## src/rtl/zku_pkg.sv

```systemverilog
// Package for the position-key update block: payload word types, request and
// piece codes, the decoded operation word and the back-end state type.
// No dependencies.
package zku_pkg;

    localparam int KEY_W       = 64;
    localparam int ADDR_W      = 12;   // enough for 12 * 256 + 2 table slots
    localparam int RD_SLOTS    = 3;
    localparam int QUEUE_DEPTH = 2;

    localparam logic [2:0] REQ_TABLE_WRITE = 3'd0;
    localparam logic [2:0] REQ_MOVE        = 3'd1;
    localparam logic [2:0] REQ_TOGGLE_SIDE = 3'd2;
    localparam logic [2:0] REQ_TOGGLE_NULL = 3'd3;
    localparam logic [2:0] REQ_BOARD       = 3'd4;

    localparam logic [2:0] PIECE_PAWN  = 3'd0;
    localparam logic [2:0] PIECE_QUEEN = 3'd4;
    localparam logic [2:0] PIECE_LIMIT = 3'd6;
    localparam logic [2:0] CAPT_PAWN   = 3'd1;
    localparam logic [2:0] CAPT_QUEEN  = 3'd5;
    localparam int         PIECE_TYPES = 6;

    typedef struct packed {
        logic [2:0]       req_type;
        logic [9:0]       table_index;
        logic [KEY_W-1:0] table_word;
        logic [5:0]       from_square;
        logic [5:0]       to_square;
        logic [2:0]       mover_type;
        logic             mover_black;
        logic [2:0]       captured_kind;
        logic             captured_black;
        logic             promotes;
        logic             square_occupied;
        logic             last_square;
    } t_in_item;

    typedef struct packed {
        logic [KEY_W-1:0] key;
        logic             hash_done;
    } t_out_item;

    typedef enum logic [2:0] {
        K_NOP,
        K_WRITE_TABLE,
        K_WRITE_SIDE,
        K_WRITE_NULL,
        K_MOVE,
        K_TOGGLE_SIDE,
        K_TOGGLE_NULL,
        K_BOARD
    } t_kind;

    // Decoded operation: table reads are packed to the low slots.
    typedef struct packed {
        t_kind                           kind;
        logic [1:0]                      rd_cnt;
        logic [RD_SLOTS-1:0][ADDR_W-1:0] rd_addr;
        logic [ADDR_W-1:0]               wr_addr;
        logic [KEY_W-1:0]                wr_data;
        logic                            last;
    } t_op;

    typedef enum logic [1:0] {
        S_IDLE,
        S_RUN,
        S_DONE
    } t_back_state;

endpackage

```

## src/rtl/zku_front.sv

```systemverilog
// Front end: classifies an input word and turns it into table addresses.
// Depends on zku_pkg.
module zku_front
    import zku_pkg::*;
#(
    parameter int SQUARES = 64
) (
    input  t_in_item i_item,
    output t_op      o_op
);

    localparam int          TW     = 12 * SQUARES;
    localparam logic [8:0]  SQ_LIM = 9'(SQUARES);

    logic [2:0]                      v_en;
    logic [RD_SLOTS-1:0][ADDR_W-1:0] v_addr;
    logic [1:0]                      v_cnt;
    logic                            v_from_ok;
    logic                            v_to_ok;
    logic                            v_mover_ok;
    logic [2:0]                      v_dest_type;

    function automatic logic [ADDR_W-1:0] tbl_addr(input logic blk,
                                                   input logic [2:0] typ,
                                                   input logic [5:0] sq);
        tbl_addr = (blk ? ADDR_W'(PIECE_TYPES * SQUARES) : '0)
                 + ADDR_W'(typ) * ADDR_W'(SQUARES) + ADDR_W'(sq);
    endfunction

    always_comb begin
        v_from_ok   = {3'b000, i_item.from_square} < SQ_LIM;
        v_to_ok     = {3'b000, i_item.to_square} < SQ_LIM;
        v_mover_ok  = i_item.mover_type < PIECE_LIMIT;
        v_dest_type = (i_item.mover_type == PIECE_PAWN && i_item.promotes)
                    ? PIECE_QUEEN : i_item.mover_type;
        v_en        = '0;
        v_addr      = '0;

        o_op         = '0;
        o_op.kind    = K_NOP;
        o_op.wr_addr = ADDR_W'(i_item.table_index);
        o_op.wr_data = i_item.table_word;
        o_op.last    = i_item.last_square;

        case (i_item.req_type)
            REQ_TABLE_WRITE: begin
                if (ADDR_W'(i_item.table_index) < ADDR_W'(TW)) begin
                    o_op.kind = K_WRITE_TABLE;
                end else if (ADDR_W'(i_item.table_index) == ADDR_W'(TW)) begin
                    o_op.kind = K_WRITE_SIDE;
                end else if (ADDR_W'(i_item.table_index) == ADDR_W'(TW + 1)) begin
                    o_op.kind = K_WRITE_NULL;
                end
            end
            REQ_MOVE: begin
                o_op.kind = K_MOVE;
                v_en[0]   = (i_item.captured_kind inside {[CAPT_PAWN:CAPT_QUEEN]})
                          && v_to_ok;
                v_addr[0] = tbl_addr(i_item.captured_black,
                                     i_item.captured_kind - 3'd1, i_item.to_square);
                v_en[1]   = v_mover_ok && v_from_ok;
                v_addr[1] = tbl_addr(i_item.mover_black, i_item.mover_type,
                                     i_item.from_square);
                v_en[2]   = v_mover_ok && v_to_ok;
                v_addr[2] = tbl_addr(i_item.mover_black, v_dest_type,
                                     i_item.to_square);
            end
            REQ_TOGGLE_SIDE: o_op.kind = K_TOGGLE_SIDE;
            REQ_TOGGLE_NULL: o_op.kind = K_TOGGLE_NULL;
            REQ_BOARD: begin
                o_op.kind = K_BOARD;
                v_en[0]   = i_item.square_occupied && v_mover_ok && v_to_ok;
                v_addr[0] = tbl_addr(i_item.mover_black, i_item.mover_type,
                                     i_item.to_square);
            end
            default: o_op.kind = K_NOP;
        endcase

        // Pack the needed reads into the low slots so the back end skips none.
        v_cnt = '0;
        for (int k = 0; k < RD_SLOTS; k++) begin
            if (v_en[k]) begin
                o_op.rd_addr[v_cnt] = v_addr[k];
                v_cnt               = v_cnt + 2'd1;
            end
        end
        o_op.rd_cnt = v_cnt;
    end

endmodule

```

## config.mk

```make
export PLATFORM = sky130hd
export DESIGN_NAME = zku_front
export DESIGN_NICKNAME = d
export VERILOG_FILES = /design/src/rtl/zku_pkg.sv /design/src/rtl/zku_front.sv
export SDC_FILE = /design/constraint.sdc
export NUM_CORES = 1
export LEC_CHECK = 0
export BUFFER_PORTS_ARGS = -buffer_cell sky130_fd_sc_hd__buf_2
export CORE_AREA = 2 2 85 87
export DETAILED_ROUTE_END_ITERATION = 12
export DIE_AREA = 0 0 87 89
export SLEW_MARGIN = 20
export SYNTH_ARGS = -nofsm -noshare
export SYNTH_HDL_FRONTEND = slang
export SYNTH_SLANG_ARGS = --single-unit
```

## constraint.sdc

```tcl
create_clock -name vclk -period 4.1
set_input_delay 0.615 -clock vclk [all_inputs]
set_output_delay 0.615 -clock vclk [all_outputs]
set_load 0.01 [all_outputs]
```

* Yosys cells after proc, flatten, opt, wreduce, memory -nomap -nowiden
Cells that the tools add are included.
** Storage, ports and cells
- Bits in registers :: 0
- Logic and storage cells :: 54
- Bits of input ports :: 100
- Output and inout bits :: 118
** Operators by class
- $lt $le $gt $ge :: 8
- Eq/ne operators :: 6
- Reductions and logical operators :: 7
- Add/subtract/negate cells :: 10
- Mux-type cells :: 23
** Operators with widths (number)
- bitwise mux 36 bit :: 2
- 2-to-1 mux 36 bit :: 2
- demux 12 bit (select 2 bit) :: 2
- 2-to-1 mux 12 bit :: 3
- adder 12 x 6 -> 12 bit :: 2
- 2-to-1 mux 24 bit :: 1
- adder 10 x 6 -> 11 bit :: 2
- one-hot mux 11 bit (2 select lines) :: 1
- adder 9 x 9 -> 10 bit :: 2
- == test 10 bit (second input constant) :: 2
- 2-to-1 mux 9 bit :: 2
- one-hot mux 3 bit (5 select lines) :: 1
- adder 12 x 9 -> 12 bit :: 1
- 2-to-1 mux 2 bit :: 6
- less-than comparator 10 bit (second input constant) :: 1
- == test 3 x 2 -> 1 bit (second input constant) :: 2
- logical NOT 3 bit :: 2
- less-than comparator 2 x 3 -> 1 bit (second input constant) :: 2
- logical AND 1 bit :: 5
- adder 2 x 1 -> 2 bit (second input constant) :: 2
- greater-or-equal comparator 2 x 1 -> 1 bit (second input constant) :: 2
- == test 3 x 1 -> 1 bit (second input constant) :: 1
- == test 3 bit (second input constant) :: 1
- greater-or-equal comparator 3 x 1 -> 1 bit (second input constant) :: 1
- 6 further kinds :: 6

* Longest topological paths before layout
- Depth after elaboration :: 12
- Mapped depth :: 12
- Gate-level depth less buffers :: 10

* Worst setup path after synthesis
No wires, ideal clock.
- Kind :: input-to-output
- From :: in i_item[5] (netlist name)
- To :: out o_op[77] (netlist name)
- Required time :: 3.485 ns
- Setup slack :: 0.755 ns
- Arrival :: 2.730 ns
- Stages :: 12
- Path buffers :: 2
- Cells stage by stage :: inv_1 > ha_1 > or4_4 > o2111ai_4 > nand2_1 > inv_1 > ha_1 > clkbuf_1 > inv_1 > and3_1 > buf_6 > a22o_2
** RTL lines
- from (decl) :: line zku_front.sv:8 : input t_in_item i_item,
- to (decl) :: line zku_front.sv:9 : output t_op o_op

==> metrics.cfg <==
[layout]
antenna_cells = 0
final_common_cell = buf_2
area_growth_pct = -8.78
final_cell_mix = buf_2, a22o_1, inv_1, and3_1, conb_1
fin_nets = 298
fill_cells = 751
seq_cell_count = 0
regArea_sq_um = 0
drive_gt1_share_pct = 51.1
layout.cells.non_filler = 266
clockBufferCount = 0

[outcome]
outcome = finished clean

[timing]
min_period_ns = 3.64
layout_setup_ws_ns = 0.462
hold_viol = 0
hold_ws_ns = 1.23
finalSetupTns_ns = 0
period_share_pct = 88.7
fmax_ghz = 0.275
setup-violations-final = 0
drv_slew = 0
rsz0062_at_grt = false

[logic_synthesis]
yosysWarnings = 0
ys_seq_area_share_pct = 0
syn-cell-area_sq_um = 1440
synthCells = 187
synth_cell_types = 38
syn_area_per_cell_sq_um = 7.69

[global_route]
grt_max_degree = 19
track_usage_pct = 9.06
grt_pass1_vias = 1090
grt_pass1_wl_mm = 5.66
overflow = 0
antenna_found_initial = 0

[routing]
drtIter0Drc = 76
wl_mm = 3.97
drc = 0
vias_per_cell = 4.62
drtAntennaViolNets = 0
routedWlPerCell_um = 14.9
firstDrtPassIters = 4
vias = 1228

[floorplanning]
dieArea_sq_um = 7740
rows = 30
coreArea_sq_um = 6720
die_w_um = 87
start_util_pct = 21.4
ios = 218
dieHeight_um = 89

[power_and_ir_drop]
switching_share_pct = 56.8
p_int_uw = 53.1
vdd_ir_drop_max_uv = 38.0
pwr-share-seq_pct = 0
power.switching_uw = 69.7
powerDensity_nw_per_um2 = 93.6
clkPwrFrac_pct = 0
power_leakage_nw = 0.766
p_comb_share_pct = 100.0

[setup_path]
worstPathMaxFanout = 10
end_kind = output port
setup.worst_path.class = input port to output port
worstPathArrival_ns = 3.02
cp-start-kind = input port
cp.required_ns = 3.48

[run]
maxCapViolations = 0

[clock_network]
cts-resized-gates = 0
cts_hold_buf = 0
post-cts-setup-buffer-count = 0

[place]
place_ws_ns = 0.469
port_buffers = 80
placed_cells = 266
hpwl_mm = 3.46
gp_congestion = 0.866

[worst_hold_path]
hold_class = input port to output port

[per-stage QoR]
step / util (%) / area [sq um] / power, mW
final: 19.5 / 1310 / 0.123
after CTS: 19.5 / 1310 / 0.124
after global routing: 19.5 / 1310 / 0.136
after detailed placement: 19.5 / 1310 / 0.124
after floorplan: - / 1470 / 0.148
after global placement: 19.5 / 1310 / 0.122
[cells in the mapped netlist (2+ instances only)]
master     count  area, sq um
a211oi_1       2         15.0
a21o_1         2         15.0
a21oi_1        6         30.0
a22o_1        11         96.3
a22o_2         6         60.1
a2bb2oi_1      2         17.5
a31oi_1        2         12.5
and3_1        10         62.6
buf_4         83          623
buf_6          2         22.5
clkbuf_1       4         15.0
fa_1           3         60.1
ha_1           7         87.6
inv_1         10         37.5
nand2_1        4         15.0
nor2_1         5         18.8
o21ai_0        3         15.0
o2bb2ai_1      2         17.5
or2b_1         2         15.0
xnor2_1        3         26.3
[path summary, 6_finish.rpt]
| path | startpoint | endpoint | slack (ns) | depth (start not counted) |
|---|---|---|---|---|
| setup / recovery | i_item[5] | o_op[82] | 0.46 | 12 |
| hold / removal | i_item[39] | o_op[17] | 1.23 | 0 |
[metal layers]
metal  part of all wire (%)  global-route usage [%]  up-vias  routed length (um)
met5                      0                       0        -                   0
met4                    4.3                    4.40        0                 170
met3                    9.9                    2.03       30                 394
met2                     47                    14.6       65                1860
met1                     39                    11.4      573                1550
li1                       -                       -      560                   -
[cell type report]
type                            count  area, sq um  area share (%)
Multi-Input combinational cell     94          761            58.0
Timing Repair Buffer               81          408            31.1
Tap cell                           80          100            7.63
Inverter                           11         43.8            3.34
[power groups by stage]
stage                     combinational, mW  clock, mW  sequential [mW]
after floorplan                       0.148          0                0
after global placement                0.122          0                0
after detailed placement              0.124          0                0
after CTS                             0.124          0                0
after global routing                  0.136          0                0
final                                 0.123          0                0
[kinds of logic (layout without fill, tap and decap cells)]
family                     Yosys count  after routing  synth area share (%)
other                                1              8                 0.261
and+or+nand+nor                     28             28                  11.8
adders and majority gates           10             10                  10.3
buffers and inverters              100             92                  49.0
xor gates and xnor gates             3              3                  1.83
AOI/OAI and AO/OA                   45             45                  26.9
[worst max-delay path, stage by stage]
cell and delay [ns]:
buf_2 0.10, inv_1 0.05, ha_1 0.19, or4_4 0.44, o2111ai_4 0.17, nand2_1 0.18, inv_1 0.12, ha_1 0.35
inv_1 0.15, and3_1 0.24, a22o_2 0.28, buf_2 0.14
(Power assumes the default switching activity.)
