===== config.mk =====
export PLATFORM = sky130hd
export DESIGN_NAME = zku_queue
export DESIGN_NICKNAME = d
export VERILOG_FILES = /design/src/rtl/zku_pkg.sv /design/src/rtl/zku_queue.sv
export SDC_FILE = /design/constraint.sdc
export NUM_CORES = 1
export LEC_CHECK = 0
export BUFFER_PORTS_ARGS = -buffer_cell sky130_fd_sc_hd__buf_2
export CELL_PAD_IN_SITES_DETAIL_PLACEMENT = 1
export CELL_PAD_IN_SITES_GLOBAL_PLACEMENT = 1
export CORE_MARGIN = 5
export CORE_UTILIZATION = 44
export DETAILED_ROUTE_END_ITERATION = 6
export PLACE_DENSITY = 0.82
export REMOVE_ABC_BUFFERS = 1
export SYNTH_ARGS = -nofsm -noshare
export SYNTH_HDL_FRONTEND = slang
export SYNTH_SLANG_ARGS = --single-unit

===== constraint.sdc =====
create_clock -name i_clk -period 10.4 [get_ports i_clk]
set_input_delay 2.08 -clock i_clk [delete_from_list [all_inputs] [get_ports i_clk]]
set_output_delay 2.08 -clock i_clk [all_outputs]
set_load 0.01 [all_outputs]

===== src/rtl/zku_pkg.sv =====
// Package for the position-key update block: payload word types, request and
// piece codes, the decoded operation word and the back-end state type.
// No dependencies.
package zku_pkg;

    localparam int KEY_W       = 64;
    localparam int ADDR_W      = 12;   // enough for 12 * 256 + 2 table slots
    localparam int RD_SLOTS    = 3;
    localparam int QUEUE_DEPTH = 2;

    localparam logic [2:0] REQ_TABLE_WRITE = 3'd0;
    localparam logic [2:0] REQ_MOVE        = 3'd1;
    localparam logic [2:0] REQ_TOGGLE_SIDE = 3'd2;
    localparam logic [2:0] REQ_TOGGLE_NULL = 3'd3;
    localparam logic [2:0] REQ_BOARD       = 3'd4;

    localparam logic [2:0] PIECE_PAWN  = 3'd0;
    localparam logic [2:0] PIECE_QUEEN = 3'd4;
    localparam logic [2:0] PIECE_LIMIT = 3'd6;
    localparam logic [2:0] CAPT_PAWN   = 3'd1;
    localparam logic [2:0] CAPT_QUEEN  = 3'd5;
    localparam int         PIECE_TYPES = 6;

    typedef struct packed {
        logic [2:0]       req_type;
        logic [9:0]       table_index;
        logic [KEY_W-1:0] table_word;
        logic [5:0]       from_square;
        logic [5:0]       to_square;
        logic [2:0]       mover_type;
        logic             mover_black;
        logic [2:0]       captured_kind;
        logic             captured_black;
        logic             promotes;
        logic             square_occupied;
        logic             last_square;
    } t_in_item;

    typedef struct packed {
        logic [KEY_W-1:0] key;
        logic             hash_done;
    } t_out_item;

    typedef enum logic [2:0] {
        K_NOP,
        K_WRITE_TABLE,
        K_WRITE_SIDE,
        K_WRITE_NULL,
        K_MOVE,
        K_TOGGLE_SIDE,
        K_TOGGLE_NULL,
        K_BOARD
    } t_kind;

    // Decoded operation: table reads are packed to the low slots.
    typedef struct packed {
        t_kind                           kind;
        logic [1:0]                      rd_cnt;
        logic [RD_SLOTS-1:0][ADDR_W-1:0] rd_addr;
        logic [ADDR_W-1:0]               wr_addr;
        logic [KEY_W-1:0]                wr_data;
        logic                            last;
    } t_op;

    typedef enum logic [1:0] {
        S_IDLE,
        S_RUN,
        S_DONE
    } t_back_state;

endpackage


===== src/rtl/zku_queue.sv =====
// Short queue of decoded operations between the front and back ends.
// Depends on zku_pkg.
module zku_queue
    import zku_pkg::*;
(
    input  logic i_clk,
    input  logic i_rst_n,
    input  logic i_push,
    input  t_op  i_op,
    output logic o_full,
    input  logic i_pop,
    output logic o_empty,
    output t_op  o_op
);

    localparam int PW = $clog2(QUEUE_DEPTH);
    localparam int CW = $clog2(QUEUE_DEPTH + 1);

    t_op           r_slot [QUEUE_DEPTH];
    logic [PW-1:0] r_wp;
    logic [PW-1:0] r_rp;
    logic [CW-1:0] r_count;
    logic [PW-1:0] n_wp;
    logic [PW-1:0] n_rp;
    logic [CW-1:0] n_count;

    assign o_full  = r_count == CW'(QUEUE_DEPTH);
    assign o_empty = r_count == '0;
    assign o_op    = r_slot[r_rp];

    always_comb begin
        n_wp    = r_wp;
        n_rp    = r_rp;
        n_count = r_count;
        if (i_push) begin
            n_wp = (r_wp == PW'(QUEUE_DEPTH - 1)) ? '0 : r_wp + 1'b1;
        end
        if (i_pop) begin
            n_rp = (r_rp == PW'(QUEUE_DEPTH - 1)) ? '0 : r_rp + 1'b1;
        end
        if (i_push && !i_pop) begin
            n_count = r_count + 1'b1;
        end else if (i_pop && !i_push) begin
            n_count = r_count - 1'b1;
        end
    end

    always_ff @(posedge i_clk) begin
        if (!i_rst_n) begin
            r_wp    <= '0;
            r_rp    <= '0;
            r_count <= '0;
        end else begin
            r_wp    <= n_wp;
            r_rp    <= n_rp;
            r_count <= n_count;
        end
    end

    always_ff @(posedge i_clk) begin
        if (i_push) begin
            r_slot[r_wp] <= i_op;
        end
    end

    a_count_bound: assert property (@(posedge i_clk) disable iff (!i_rst_n)
        r_count <= CW'(QUEUE_DEPTH))
        else $error("queue count beyond depth");

    a_no_pop_empty: assert property (@(posedge i_clk) disable iff (!i_rst_n)
        o_empty |-> !i_pop)
        else $error("pop from an empty queue");

endmodule


# == Word level (Yosys, flattened, before mapping) ==
# Memories as Yosys holds them, arrays and structs flattened. A register that Yosys moved wholly into a read port is not among the register bits.
# Cells that the tools add are included.
# classes
n_addsub,4
n_mul,0
n_div,0
n_lt_le_gt_ge,0
n_eq_ne,1
shifts,0
muxes,8
n_bitwise,0
reduce_logical,6
# op_table
op,count
$mux W1,6
$mux W2,2
$add A1 B1 Y1 const B,2
$add A2 B1 Y2 const B,1
$eq A2 B2 Y1 const B,1
$logic_and A1 B1 Y1,2
$logic_not A1 Y1,2
$logic_not A2 Y1,1
$reduce_bool A2 Y1,1
$sub A2 B1 Y2 const B,1
# totals
regBits,4
latch_bits,0
ramBits,236
mem_bits_ro,0
output_inout_bits,120
elab_cells,23
memories,1
# mem_list
memory,depth,width,rd,rd_clocked_by_memory_dff,write_ports,line_no,text
r_slot,2,118,1,1,1,zku_queue.sv:19,t_op r_slot [QUEUE_DEPTH];

# == Longest topological paths before layout ==
# depth
depth_word,4
depth_mapped,5
ltp_nobuf,5

# == Worst setup path before layout ==
# Ideal clock, no wire load.
# synth_path
path_type,input -> register
from,in i_push
to,mem r_slot[0][0] (netlist name) (enable)
setup_time_ns,0.611
arrival_time_ns,7.232
t_required_ns,9.789
path_slack_ns,2.557
path_stages,1
cell_sequence,nor2b_1
# synth_between
elab_chain_cells,2
# synth_rtl
item,line_no,text
start: declaration,zku_queue.sv:8,"input logic i_push,"
$mux W1,zku_queue.sv:61,if (i_push) begin
$mux W1 (not written as such),zku_queue.sv:62,r_slot[r_wp] <= i_op;
end: declaration,zku_queue.sv:19,
# Every way passes these cells.

==> metrics.md <==
| Metric | Value |
|---|---|
| Status | `complete, no violations` |
| Cell Int Power | `roughly 1.7 mW` |
| R2r setup slk | `around 7.7 ns` |
| Max frequency | `just over 200 MHz` |
| Worst endpoint required time | `around 8.3 ns` |
| Setup violations, final | `0` |
| Switching power | `around 480 µW` |
| Yosys top cell by area | `edfxtp_1` |
| Synthesized area | `between 8000 and 9000 µm²` |
| Nets | `slightly below 800` |
| R2r worst-path depth | `3` |
| Synth cell types | `17` |
| Final antenna-violating net count | `0` |
| Min Tclk post-route | `4.91 ns` |
| Setup ws final | `5.49 ns` |
| CP Launch Type | `flop` |
| Vias in the first global route | `about 5,200` |
| Commonest cells after routing, fill and taps aside | `241 x buf_2, 236 x edfxtp_1, 98 x mux2_2` |
| Largest net degree at the start of global routing | `between 60 and 70` |
| Crit path max-delay cell type | `dfxtp_4` |
| Synth Area per Inst | `around 23 µm²` |
| Most common cell after layout, fill and taps aside | `buf_2` |
| Flop pwr share | `0.515` |
| Share of cells above drive strength 1 | `0.600` |
| Clock Latency Late Sink | `roughly 0.51 ns` |
| Cell Pwr Density | `201 nW/µm²` |
| HP Start | `r_count[1]$_SDFFE_PN0P_` |
| Starting density of the core | `0.449` |
| Class of the worst hold path | `reg2reg` |
| DR vias/cell | `just under 5` |
| First-pass GRT wire length | `about 29 mm` |
| Arr. time, crit path | `2.83 ns` |
| TNS Setup | `0 ns` |
| DIE WIDTH | `around 150 µm` |
| Final slew viol count | `0` |
| LEAKAGE | `about 4.2 nW` |
| Placed cell area | `between 10,000 and 15,000 µm²` |
| Placer Congestion | `around 0.75` |
| Htree depth | `1` |
| Worst-path clk slew | `around 0.05 ns` |
| DRT iter0 DRCs | `roughly 210` |
| Post-synthesis instance total | `389` |
| WHS Endpoint | `r_count[1]$_SDFFE_PN0P_` |
| Clock power frac | `0.387` |
| CTS tree | `built` |
| Buf/Inv on CP | `2` |
| Clk buf depth | `3` |
| Kind of critical path | `reg2out` |
| P&R area growth vs syn | `26.1%` |
| Die Y | `approximately 150 µm` |
| Core box area | `a little under 20,000 µm²` |
| Reg-to-reg endpoint | `r_slot[0][40]$_DFFE_PP_` |
| Post-cts sizing count | `0` |
| Postcts setup bufs | `0` |
| Final Routed Wirelength | `slightly below 20 mm` |
| Worst-margin pin slew | `0.894 ns` |
| Number of I/O pins | `around 240` |
| Peak supply drop | `about 130 µV` |
| Routed len/inst | `21.0 µm` |
| Hold Vio Cnt, Final | `0` |
| RSZ-0062 raised after global routing | `no` |
| Critical path's top delay family | `buffers and inverters` |
| Reg2reg start | `r_wp$_SDFFE_PN0P_` |
| DP HPWL | `approximately 13 mm` |
| Area share of the largest cell type after synthesis | `0.806` |
| TritonCTS Buffers | `26` |
| Slowest stage delay, CP | `0.87 ns` |
| Clock sinks | `about 240` |
| DR vias | `approximately 4,600` |
| Crit-path cells | `buf_4, mux2_2, buf_2` |
| Seq/Total Area, Yosys | `0.817` |
| GRT Total Usage | `0.165` |
| Hold_ws | `approximately 0.54 ns` |
| Worst relative slew slack | `0.404` |
| Setup Skew | `0.00719 ns` |
| Die area | `~23,000 µm²` |
| YS warnings | `0` |
| IO Port Bufs | `about 240` |
| Synthesized flop and latch total | `241` |
| Combinational power share | `0.097` |
| Crit end category | `primary output` |
| DRC | `0` |
| Switching share of power | `0.214` |
| Min-Delay Path Depth | `2` |
| # rows | `51` |
| Pre-CTS setup slack | `5.74 ns` |
| Initial antenna violation count | `5` |
| Final Core Density | `0.566` |
| Root buffer cell | `clkbuf_16` |
| WP depth | `3` |
| MaxCap Viol Count | `0` |
| GR Overflow Total | `0` |
| Finished Cell Area | `around 11,000 µm²` |
| Worst-path maximum fanout | `between 60 and 70` |
| CTS Hold Buffers Added | `0` |
| Area contributors post-synth | `edfxtp_1 81%, mux2_2 13%, mux2_4 3.4%, dfxtp_1 1.1%, buf_2 0.51%` |
| Final period utilization | `0.472` |
| Pre-Repair DR Iteration Count | `6` |
## sequential cells by signal, indices dropped and copies added, names as in the netlist, named ones only
signal   flops
r_slot     236
r_count      2
r_rp         1
r_wp         1
## through the flow
| stage | power, mW | std cells |
|---|---|---|
| 6_report | 2.22 | 932 |
| 2_1_floorplan | 1.29 | 376 |
| 4_1_cts | 2.26 | 930 |
| 5_1_grt | 2.32 | 932 |
| 3_5_place_dp | 1.39 | 886 |
| 3_3_place_gp | 1.37 | 886 |
## cell usage after synthesis (all sizes together)
master / number
edfxtp: 236
mux2: 118
and2: 4
a21boi: 1
o21ai: 1
buf: 13
nor2b: 3
dfxtp: 5
o21a: 1
xnor2: 1
xor2: 2
or3: 1
inv: 1
nor2: 1
ha: 1
## area by class of cell
type / count / area (µm²)
sequential: 241 / 7190
clock buffer: 35 / 706
antenna: 2 / 5.00
inverter: 1 / 3.75
timing repair buffer: 245 / 1240
fill: 1841 / 8500
clock inverter: 9 / 91.3
tap: 265 / 332
multi-input combinational: 134 / 1530
## layer usage
layer	track usage	vias up	share of wire
li1	-	2059	-
met1	0.189	2272	0.37
met2	0.297	182	0.52
met3	0.0500	41	0.083
met4	0.0485	6	0.019
met5	0	-	0.0017
## cell families (layout without fill, tap and decap cells)
kind of cell	Yosys count	in the layout	synth area share
buffers and inverters	14	290	0.0107
adders and majority gates	1	1	0.00142
DFF	241	241	0.817
other	0	2	0
muxes	118	118	0.160
xor gates and xnor gates	3	3	0.00299
and+or+nand+nor	9	9	0.00612
AOI/OAI and AO/OA	3	3	0.00228
## power groups by stage
stage               combinational, mW  clock, mW  sequential (mW)
detailed placement              0.220          0             1.17
finish                          0.217      0.862             1.15
CTS                             0.222      0.890             1.15
global placement                0.211          0             1.16
global route                    0.233      0.942             1.15
floorplan                       0.119          0             1.17
## worst max-delay path by stage
stage	slack [ns]	endpoint	startpoint
CTS	5.41	o_op[16]	flop
global placement	5.85	r_slot[0][92]$_DFFE_PP_	i_push
detailed placement	5.74	r_slot[0][51]$_DFFE_PP_	i_push
finish	5.49	o_op[16]	flop
global route	5.34	o_op[16]	flop
floorplan	2.56	r_slot[0][0]$_DFFE_PP_	i_push
## worst register-to-register path, stage by stage, from the launching register on
cell and delay [ns]:
dfxtp_1 0.35, nor2b_4 0.67, buf_4 0.50, buf_4 0.73
Note: power is estimated with default switching activity, not from simulation.
